### src/hw/rtl/vrp_pkg.sv
package vrp_pkg;

    localparam int VRP_SPRITE_BYTES    = 256;
    localparam int VRP_PALETTE_ENTRIES = 32;

    typedef enum logic [1:0] {
        CMD_READ      = 2'd0,
        CMD_WRITE     = 2'd1,
        CMD_VBL_BEGIN = 2'd2,
        CMD_VBL_END   = 2'd3
    } vrp_cmd_t;

    localparam logic [2:0] REG_CTRL     = 3'd0;
    localparam logic [2:0] REG_MASK     = 3'd1;
    localparam logic [2:0] REG_STATUS   = 3'd2;
    localparam logic [2:0] REG_OAM_ADDR = 3'd3;
    localparam logic [2:0] REG_OAM_DATA = 3'd4;
    localparam logic [2:0] REG_SCROLL   = 3'd5;
    localparam logic [2:0] REG_ADDR     = 3'd6;
    localparam logic [2:0] REG_DATA     = 3'd7;

    localparam logic [2:0] VAR_STANDARD = 3'd0;
    localparam logic [2:0] VAR_EARLY    = 3'd1;
    localparam logic [2:0] VAR_ARC1     = 3'd2;
    localparam logic [2:0] VAR_ARC2     = 3'd3;
    localparam logic [2:0] VAR_ARC3     = 3'd4;
    localparam logic [2:0] VAR_ARC4     = 3'd5;
    localparam logic [2:0] VAR_ARC5     = 3'd6;

    localparam logic [7:0]  ID_ARC_A      = 8'h1b;
    localparam logic [7:0]  ID_ARC_B      = 8'h3d;
    localparam logic [7:0]  ID_ARC_C      = 8'h1c;
    localparam logic [7:0]  PAL_GRAY_MASK = 8'h30;
    localparam logic [7:0]  LATCH_KEEP    = 8'hc0;
    localparam logic [7:0]  OAM_ATTR_MASK = 8'he3;
    localparam logic [5:0]  PAL_PAGE      = 6'h3f;
    localparam logic [14:0] STEP_ACROSS   = 15'd1;
    localparam logic [14:0] STEP_DOWN     = 15'd32;

    typedef struct packed {
        vrp_cmd_t   cmd;
        logic [2:0] reg_select;
        logic [7:0] write_data;
        logic [7:0] chr_read_data;
        logic       rendering_active;
        logic       sprite_overflow;
        logic       sprite_zero_hit;
    } vrp_item_t;

    typedef struct packed {
        logic [7:0]  data_latch;
        logic [7:0]  read_buffer;
        logic [14:0] vram_address;
        logic [14:0] temp_address;
        logic [2:0]  fine_x;
        logic        write_toggle;
        logic [5:0]  control_bits;
        logic [7:0]  mask_bits;
        logic [7:0]  sprite_addr;
        logic        vblank_flag;
        logic        vblank_hold;
    } vrp_state_t;

    typedef struct packed {
        logic [7:0]  read_data;
        logic        nmi_line;
        logic [13:0] chr_address;
        logic        chr_write;
        logic [7:0]  chr_write_data;
        logic [5:0]  ctrl_flags;
        logic [7:0]  mask_flags;
        logic [14:0] scroll_temp;
        logic [2:0]  fine_scroll_x;
    } vrp_result_t;

endpackage

### src/hw/rtl/vrp_exec.sv
module vrp_exec #(
    parameter int SPRITE_BYTES    = vrp_pkg::VRP_SPRITE_BYTES,
    parameter int PALETTE_ENTRIES = vrp_pkg::VRP_PALETTE_ENTRIES,
    localparam int SPR_AW = $clog2(SPRITE_BYTES),
    localparam int PAL_AW = $clog2(PALETTE_ENTRIES)
) (
    input  logic                 fire,
    input  logic [2:0]           chip_variant,
    input  vrp_pkg::vrp_item_t   item,
    input  vrp_pkg::vrp_state_t  state_cur,
    input  logic [7:0]           sprite_rdata,
    input  logic [7:0]           palette_rdata,
    output vrp_pkg::vrp_state_t  state_next,
    output vrp_pkg::vrp_result_t result,
    output logic                 sprite_we,
    output logic [SPR_AW-1:0]    sprite_waddr,
    output logic [7:0]           sprite_wdata,
    output logic [SPR_AW-1:0]    sprite_raddr,
    output logic                 palette_we,
    output logic [PAL_AW-1:0]    palette_waddr,
    output logic [7:0]           palette_wdata,
    output logic [PAL_AW-1:0]    palette_raddr
);
    import vrp_pkg::*;

    function automatic logic [PAL_AW-1:0] pal_index(input logic [13:0] a);
        logic [PAL_AW-1:0] i;
        i = a[PAL_AW-1:0];
        if (i[1:0] == 2'b00)
        begin
            i[PAL_AW-1] = 1'b0;
        end
        return i;
    endfunction

    vrp_state_t  s;
    vrp_result_t r;
    logic        arcade;
    logic [2:0]  reg_eff;
    logic [13:0] vaddr;
    logic        pal_range;
    logic [14:0] vram_step;
    logic [7:0]  pal_byte;
    logic [7:0]  status_low;
    logic        spr_we;
    logic [7:0]  spr_wd;
    logic        pal_we;

    always_comb
    begin
        arcade    = (chip_variant >= VAR_ARC1) && (chip_variant <= VAR_ARC5);
        vaddr     = state_cur.vram_address[13:0];
        pal_range = (vaddr[13:8] == PAL_PAGE);
        vram_step = state_cur.vram_address
                    + (state_cur.control_bits[0] ? STEP_DOWN : STEP_ACROSS);
        pal_byte  = palette_rdata & (state_cur.mask_bits[0] ? PAL_GRAY_MASK : 8'hff);

        reg_eff = item.reg_select;
        if (arcade && (item.reg_select[2:1] == 2'b00))
        begin
            reg_eff[0] = ~item.reg_select[0];
        end

        unique case (chip_variant)
            VAR_ARC1, VAR_ARC4: status_low = ID_ARC_A;
            VAR_ARC2:           status_low = ID_ARC_B;
            VAR_ARC3:           status_low = ID_ARC_C;
            default:            status_low = {2'b00, item.sprite_overflow,
                                              state_cur.data_latch[4:0]};
        endcase

        s      = state_cur;
        spr_we = 1'b0;
        spr_wd = item.write_data;
        pal_we = 1'b0;
        r      = '0;
        r.read_data = state_cur.data_latch;

        unique case (item.cmd)
            CMD_READ:
            begin
                unique case (item.reg_select)
                    REG_STATUS:
                    begin
                        r.read_data    = status_low
                                         | {state_cur.vblank_flag, item.sprite_zero_hit, 6'd0};
                        s.write_toggle = 1'b0;
                        s.vblank_flag  = 1'b0;
                        s.vblank_hold  = 1'b0;
                    end
                    REG_OAM_DATA:
                    begin
                        if (chip_variant != VAR_EARLY)
                        begin
                            s.data_latch = sprite_rdata;
                        end
                        r.read_data = s.data_latch;
                    end
                    REG_DATA:
                    begin
                        if (item.rendering_active)
                        begin
                            r.read_data = 8'd0;
                        end
                        else
                        begin
                            if (pal_range)
                            begin
                                s.data_latch = (state_cur.data_latch & LATCH_KEEP) | pal_byte;
                            end
                            else
                            begin
                                s.data_latch = state_cur.read_buffer;
                            end
                            s.read_buffer  = item.chr_read_data;
                            s.vram_address = vram_step;
                            r.read_data    = s.data_latch;
                        end
                    end
                    default:
                    begin
                        r.read_data = state_cur.data_latch;
                    end
                endcase
            end
            CMD_WRITE:
            begin
                s.data_latch = item.write_data;
                r.read_data  = item.write_data;
                unique case (reg_eff)
                    REG_CTRL:
                    begin
                        s.temp_address[11:10] = item.write_data[1:0];
                        s.control_bits        = item.write_data[7:2];
                    end
                    REG_MASK:
                    begin
                        s.mask_bits = item.write_data;
                    end
                    REG_STATUS:
                    begin
                        s.data_latch = item.write_data;
                    end
                    REG_OAM_ADDR:
                    begin
                        s.sprite_addr = item.write_data;
                    end
                    REG_OAM_DATA:
                    begin
                        spr_we = 1'b1;
                        if (state_cur.sprite_addr[1:0] == 2'b10)
                        begin
                            spr_wd = item.write_data & OAM_ATTR_MASK;
                        end
                        s.sprite_addr = state_cur.sprite_addr + 8'd1;
                    end
                    REG_SCROLL:
                    begin
                        if (!state_cur.write_toggle)
                        begin
                            s.fine_x            = item.write_data[2:0];
                            s.temp_address[4:0] = item.write_data[7:3];
                        end
                        else
                        begin
                            s.temp_address[14:12] = item.write_data[2:0];
                            s.temp_address[9:5]   = item.write_data[7:3];
                        end
                        s.write_toggle = ~state_cur.write_toggle;
                    end
                    REG_ADDR:
                    begin
                        if (!state_cur.write_toggle)
                        begin
                            s.temp_address[14]   = 1'b0;
                            s.temp_address[13:8] = item.write_data[5:0];
                        end
                        else
                        begin
                            s.temp_address[7:0] = item.write_data;
                            s.vram_address      = {state_cur.temp_address[14:8],
                                                   item.write_data};
                        end
                        s.write_toggle = ~state_cur.write_toggle;
                    end
                    REG_DATA:
                    begin
                        if (!item.rendering_active)
                        begin
                            if (pal_range)
                            begin
                                pal_we = 1'b1;
                            end
                            else
                            begin
                                r.chr_write      = 1'b1;
                                r.chr_write_data = item.write_data;
                            end
                            s.vram_address = vram_step;
                        end
                    end
                endcase
            end
            CMD_VBL_BEGIN:
            begin
                s.vblank_flag = 1'b1;
                s.vblank_hold = 1'b1;
            end
            CMD_VBL_END:
            begin
                s.vblank_flag = 1'b0;
                s.vblank_hold = 1'b0;
            end
        endcase

        // Data-port accesses show the address they used; everything else shows the new address.
        if (((item.cmd == CMD_READ) || (item.cmd == CMD_WRITE))
            && (item.reg_select == REG_DATA))
        begin
            r.chr_address = vaddr;
        end
        else
        begin
            r.chr_address = s.vram_address[13:0];
        end

        r.nmi_line      = s.control_bits[5] & s.vblank_flag & s.vblank_hold;
        r.ctrl_flags    = s.control_bits;
        r.mask_flags    = s.mask_bits;
        r.scroll_temp   = s.temp_address;
        r.fine_scroll_x = s.fine_x;

        state_next    = fire ? s : state_cur;
        result        = r;
        sprite_we     = fire & spr_we;
        sprite_waddr  = state_cur.sprite_addr[SPR_AW-1:0];
        sprite_wdata  = spr_wd;
        palette_we    = fire & pal_we;
        palette_waddr = pal_index(vaddr);
        palette_wdata = item.write_data;
        sprite_raddr  = state_next.sprite_addr[SPR_AW-1:0];
        palette_raddr = pal_index(state_next.vram_address[13:0]);
    end

endmodule

### src/hw/rtl/video_register_port_top.sv
// Channel  | Handshake                    | Payload
// config   | cfg_write                    | cfg_data (chip variant)
// input    | in_valid / in_stall          | cmd, reg_select, write_data, chr_read_data,
//          |                              | rendering_active, sprite_overflow, sprite_zero_hit
// output   | out_valid / out_stall        | read_data, nmi_line, chr_address, chr_write,
//          |                              | chr_write_data, ctrl_flags, mask_flags,
//          |                              | scroll_temp, fine_scroll_x
// One item is taken per cycle while in_stall is low; the item and then its result are
// registered. The sprite and palette memories are read when the item is transferred
// and the item is executed from the registered read data, with writes forwarded.
// Reset clears the state, item and result registers; both memories hold unknown data
// until written.
// A stalled output holds its result and the stall reaches the input in the same cycle.
module video_register_port_top #(
    parameter int SPRITE_BYTES    = vrp_pkg::VRP_SPRITE_BYTES,
    parameter int PALETTE_ENTRIES = vrp_pkg::VRP_PALETTE_ENTRIES
) (
    input  logic        clk,
    input  logic        rst_n,
    input  logic        cfg_write,
    input  logic [2:0]  cfg_data,
    input  logic        in_valid,
    output logic        in_stall,
    input  logic [1:0]  cmd,
    input  logic [2:0]  reg_select,
    input  logic [7:0]  write_data,
    input  logic [7:0]  chr_read_data,
    input  logic        rendering_active,
    input  logic        sprite_overflow,
    input  logic        sprite_zero_hit,
    output logic        out_valid,
    input  logic        out_stall,
    output logic [7:0]  read_data,
    output logic        nmi_line,
    output logic [13:0] chr_address,
    output logic        chr_write,
    output logic [7:0]  chr_write_data,
    output logic [5:0]  ctrl_flags,
    output logic [7:0]  mask_flags,
    output logic [14:0] scroll_temp,
    output logic [2:0]  fine_scroll_x
);
    import vrp_pkg::*;

    localparam int SPR_AW = $clog2(SPRITE_BYTES);
    localparam int PAL_AW = $clog2(PALETTE_ENTRIES);

    logic [2:0]        variant_reg;
    logic              s1_valid_reg;
    vrp_item_t         item_reg;
    vrp_state_t        state_reg;
    vrp_state_t        state_next;
    logic [7:0]        sprite_rd_reg;
    logic [7:0]        palette_rd_reg;
    logic              out_valid_reg;
    vrp_result_t       result_reg;
    vrp_result_t       result;

    logic [7:0]        sprite_mem  [SPRITE_BYTES];
    logic [7:0]        palette_mem [PALETTE_ENTRIES];

    logic              s1_fire;
    logic              in_accept;
    logic              sprite_we;
    logic [SPR_AW-1:0] sprite_waddr;
    logic [7:0]        sprite_wdata;
    logic [SPR_AW-1:0] sprite_raddr;
    logic              palette_we;
    logic [PAL_AW-1:0] palette_waddr;
    logic [7:0]        palette_wdata;
    logic [PAL_AW-1:0] palette_raddr;

    assign s1_fire   = s1_valid_reg && (!out_valid_reg || !out_stall);
    assign in_stall  = s1_valid_reg && !s1_fire;
    assign in_accept = in_valid && !in_stall;

    vrp_exec #(
        .SPRITE_BYTES    (SPRITE_BYTES),
        .PALETTE_ENTRIES (PALETTE_ENTRIES)
    ) u_exec (
        .fire          (s1_fire),
        .chip_variant  (variant_reg),
        .item          (item_reg),
        .state_cur     (state_reg),
        .sprite_rdata  (sprite_rd_reg),
        .palette_rdata (palette_rd_reg),
        .state_next    (state_next),
        .result        (result),
        .sprite_we     (sprite_we),
        .sprite_waddr  (sprite_waddr),
        .sprite_wdata  (sprite_wdata),
        .sprite_raddr  (sprite_raddr),
        .palette_we    (palette_we),
        .palette_waddr (palette_waddr),
        .palette_wdata (palette_wdata),
        .palette_raddr (palette_raddr)
    );

    always_ff @(posedge clk or negedge rst_n)
    begin
        if (!rst_n)
        begin
            variant_reg   <= VAR_STANDARD;
            s1_valid_reg  <= 1'b0;
            out_valid_reg <= 1'b0;
            state_reg     <= '0;
        end
        else
        begin
            if (cfg_write)
            begin
                variant_reg <= cfg_data;
            end
            if (in_accept)
            begin
                s1_valid_reg <= 1'b1;
            end
            else if (s1_fire)
            begin
                s1_valid_reg <= 1'b0;
            end
            if (s1_fire)
            begin
                out_valid_reg <= 1'b1;
            end
            else if (!out_stall)
            begin
                out_valid_reg <= 1'b0;
            end
            state_reg <= state_next;
        end
    end

    always_ff @(posedge clk or negedge rst_n)
    begin
        if (!rst_n)
        begin
            item_reg   <= '0;
            result_reg <= '0;
        end
        else
        begin
            if (in_accept)
            begin
                item_reg.cmd              <= vrp_cmd_t'(cmd);
                item_reg.reg_select       <= reg_select;
                item_reg.write_data       <= write_data;
                item_reg.chr_read_data    <= chr_read_data;
                item_reg.rendering_active <= rendering_active;
                item_reg.sprite_overflow  <= sprite_overflow;
                item_reg.sprite_zero_hit  <= sprite_zero_hit;
            end
            if (s1_fire)
            begin
                result_reg <= result;
            end
        end
    end

    // A write landing on the entry being read in the same cycle is forwarded.
    always_ff @(posedge clk)
    begin
        if (sprite_we)
        begin
            sprite_mem[sprite_waddr] <= sprite_wdata;
        end
        if (in_accept)
        begin
            if (sprite_we && (sprite_waddr == sprite_raddr))
            begin
                sprite_rd_reg <= sprite_wdata;
            end
            else
            begin
                sprite_rd_reg <= sprite_mem[sprite_raddr];
            end
        end
    end

    always_ff @(posedge clk)
    begin
        if (palette_we)
        begin
            palette_mem[palette_waddr] <= palette_wdata;
        end
        if (in_accept)
        begin
            if (palette_we && (palette_waddr == palette_raddr))
            begin
                palette_rd_reg <= palette_wdata;
            end
            else
            begin
                palette_rd_reg <= palette_mem[palette_raddr];
            end
        end
    end

    assign out_valid      = out_valid_reg;
    assign read_data      = result_reg.read_data;
    assign nmi_line       = result_reg.nmi_line;
    assign chr_address    = result_reg.chr_address;
    assign chr_write      = result_reg.chr_write;
    assign chr_write_data = result_reg.chr_write_data;
    assign ctrl_flags     = result_reg.ctrl_flags;
    assign mask_flags     = result_reg.mask_flags;
    assign scroll_temp    = result_reg.scroll_temp;
    assign fine_scroll_x  = result_reg.fine_scroll_x;

endmodule

### config.mk
export PLATFORM = sky130hd
export DESIGN_NAME = video_register_port_top
export DESIGN_NICKNAME = d
export VERILOG_FILES = /design/src/hw/rtl/vrp_pkg.sv /design/src/hw/rtl/vrp_exec.sv /design/src/hw/rtl/video_register_port_top.sv
export SDC_FILE = /design/constraint.sdc
export NUM_CORES = 2
export LEC_CHECK = 0
export BUFFER_PORTS_ARGS = -buffer_cell sky130_fd_sc_hd__buf_4
export CAP_MARGIN = 20
export CORE_ASPECT_RATIO = 1.5
export CORE_MARGIN = 4
export CORE_UTILIZATION = 60
export DETAILED_ROUTE_END_ITERATION = 7
export GPL_ROUTABILITY_DRIVEN = 0
export PLACE_DENSITY = 0.83
export SLEW_MARGIN = 20
export SYNTH_ARGS = -nofsm -noshare
export SYNTH_HDL_FRONTEND = slang
export SYNTH_SLANG_ARGS = --single-unit
### constraint.sdc
create_clock -name clk -period 10.3 [get_ports clk]
set_input_delay 1.03 -clock clk [delete_from_list [all_inputs] [get_ports clk]]
set_output_delay 1.03 -clock clk [all_outputs]
set_load 0.02 [all_outputs]
==> summary.md <==
| Metric | Value |
|---|---|
| Max-slew violation count | `0` |
| Largest net degree at the start of global routing | `231` |
| P per Cell Area | `235 nW/um^2` |
| Vias in the first global route | `60800` |
| Fin util | `roughly 66%` |
| Register area | `72100 sq um` |
| Max reg flops | `2048` |
| Commonest cells after routing, fill and taps aside | `edfxtp_1, nand2_1, nand3_1` |
| Clock buffer depth | `3` |
| Syn Nets | `roughly 6500` |
| Least-Margin Pin Slew | `1210 ps` |
| Drt wl/cell | `31.9 um` |
| Total track usage | `between 30% and 40%` |
| First-pass GRT wire length | `~410000 um` |
| Met2 Usage GRT | `52.1%` |
| Netlist cell types | `93` |
| Int Pwr | `approximately 17000 uW` |
| Slew HR | `19.2%` |
| Cts hold-fix bufs | `0` |
| Max stage delay on crit path | `between 900 and 1000 ps` |
| Final setup vio count | `0` |
| Buf/Inv on CP | `5` |
| Nets | `6478` |
| Worst Setup End Kind | `register` |
| RSZ-0062 raised after global routing | `false` |
| Clock Power Share | `31.9%` |
| Met3 Usage GRT | `8.77%` |
| CTS resizes | `0` |
| Hold Crit Class | `input pin to async pin` |
| Outcome | `finished clean` |
| Post-route ant nets | `0` |
| Total congestion overflow | `0` |
| Sw Share | `30.4%` |
| Clock latency on the worst-skew pair | `860 ps` |
| Final cell count without fillers | `8714` |
| Combinational share of power | `21.8%` |
| Crit share post-route | `58.4%` |
| Register area share after synthesis | `74.0%` |
| Peak Freq | `~170 MHz` |
| CTS tree | `done` |
| Setup TNS | `0 ps` |
| Post-Synthesis Cells | `6453` |
| Core area | `161000 sq um` |
| Most common cell on crit path | `buf_4` |
| Main flop type after synthesis | `edfxtp_1` |
| Asr flop ratio synth | `around 5.5%` |
| Worst slack at placement | `3910 ps` |
| Reg clk slew, reported paths | `around 70 ps` |
| Skew final | `57.6 ps` |
| Area leader, netlist | `edfxtp_1` |
| CP top delay family | `buffers and inverters` |
| DR vias | `61300` |
| Clock sink total | `2422` |
| Clock Tree Root | `clkbuf_16` |
| Startpoint type of the worst setup path | `register` |
| WHS | `174 ps` |
| Part of the power in registers | `46.3%` |
| Post-DP HPWL | `159000 um` |
| DRC viols | `0` |
| Final worst setup slack | `4290 ps` |
| Io pins | `98` |
| Die height | `501 um` |
| Gr busiest metal | `met2` |
| CP required | `10870 ps` |
| Fin. Hold Viols | `0` |
| Crit-path slowest cell | `nor4_2` |
| Num CTS Buffers | `around 200` |
| Fillers | `9773` |
| Synthesized flop and latch total | `2422` |
| EDFF count, synth | `2288` |
| CP Class | `register to register` |
| Critical Path AT | `6580 ps` |
| Synth area leaders | `edfxtp_1, mux4_2, nand2_1, dfrtp_1, nand3_1` |
| Antenna violations before repair | `13` |
| Die area | `169000 sq um` |
| Synth warn | `0` |
| Commonest non-fill, non-tap cell in the layout | `edfxtp_1` |
| Lkg Pwr | `0.0349 uW` |
| P&R area growth vs syn | `9.60%` |
| PortBufs | `97` |
| Iter 0 DRT Violations | `~11000` |
| Syn avg cell area | `around 15 sq um` |
| Placed cell count | `8318` |
| Switching power | `around 7600 uW` |
| Crit-path cells | `buf_4 > nand2b_1 > a211oi_2 > a21oi_4 > buf_4 > inv_8 > buf_12 > buf_4 > mux4_2 > nor4b_1 > a221oi_1 > nand4_1 > nor4_2 > nor4_2` |
| Crit Path Max Fanout | `107` |
| Netlist Area Pre-Place | `97300 sq um` |
| Vias/cell | `around 7` |
| MaxCap Viol Count | `0` |
| Initial Util | `60.5%` |
| Core Rows | `180` |
| Post-synth top area share | `70.6%` |
| H-tree levels | `4` |
| Share of post-route cells with drive strength above 1 | `14.2%` |
| Max VDD drop | `0.178 mV` |
| Area of the multi-input gates | `23000 sq um` |
| Setup bufs post-CTS | `0` |
| GRT met1 Usage | `38.0%` |
| Die Wd | `337 um` |
| Routed wire length | `278000 um` |
| Total iterations of the first detailed-routing run | `8` |
| Tmin final | `around 6000 ps` |
[kinds of logic (layout without fill, tap and decap cells)]
family          Yosys count  in the layout  synth area share [%]
flops                  2422           2422                  74.0
xor+xnor                  6              6                0.0540
compound gates          721            721                  4.85
buf+inv                 478            631                  2.45
simple gates           2458           2458                  11.3
fa+ha+maj                 7              7                0.0900
mux                     361            361                  7.26
other cells               0             15                     0
[worst register-to-register path: cells and delay by family, from the launching register on]
family | cells | cell delay, ps
buffers and inverters | 5 | 2210
and+or+nand+nor | 5 | 1850
AOI/OAI and AO/OA | 3 | 790
muxes | 1 | 570
DFF | 1 | 330
[area by class of cell]
cell class	instances	area share, %
diodes	15	0.0352
clock inverters	137	1.44
inverters	32	0.134
repair buffers	229	1.83
clock buffers	233	4.94
well taps	2093	2.45
multi-input cells	3553	21.6
flip-flops and latches	2422	67.6
[metal layers]
layer  vias to the layer above  share of wire (%)
met5                         -              0.018
met4                         6                 10
met3                      1392                 12
met2                      5560                 48
met1                     29800                 30
li1                      24500                  -
[cells in the mapped netlist (all sizes together), types with 31 or more instances]
master  count
a22oi     151
mux4      272
inv        31
nand4      84
nor3       47
nand2    1193
a21oi     225
a211oi     41
clkbuf    173
nor4       44
mux2i      49
edfxtp   2288
nor2      371
nand3     641
buf       273
mux2       40
dfrtp     134
o21ai     120
[power by group through the flow]
| stage | sequential (uW) | clock, uW | combinational [uW] |
|---|---|---|---|
| floorplan | 11800 | 0 | 3510 |
| global placement | 11700 | 0 | 5010 |
| detailed placement | 11800 | 0 | 5160 |
| CTS | 11600 | 7950 | 5280 |
| global route | 11600 | 8370 | 5710 |
| finish | 11600 | 7980 | 5470 |
[stage by stage]
| stage | total power (uW) | cell area (sq um) |
|---|---|---|
| 3_5_place_dp | 16900 | 99600 |
| 2_1_floorplan | 15300 | 97300 |
| 6_report | 25000 | 107000 |
| 4_1_cts | 24800 | 106000 |
| 3_3_place_gp | 16800 | 99600 |
| 5_1_grt | 25700 | 107000 |
[path summary, 6_finish.rpt]
| path | end | slack, ps | cells after the start | start |
|---|---|---|---|---|
| max in group asynchronous | item_reg[12] | 8580 | 2 | rst_n |
| min in group clk | item_reg[15] | 410 | 3 | write_data[4] |
| worst max-delay path | sprite_rd_reg[6] | 4290 | 14 | item_reg[22] |
| worst min-delay path | state_reg[55] | 170 | 1 | rst_n |
| worst max register to register | sprite_rd_reg[6] | 4290 | 14 | item_reg[22] |
| worst min register to register | register | 490 | 2 | register |
Power figures use the tool's default switching activity.
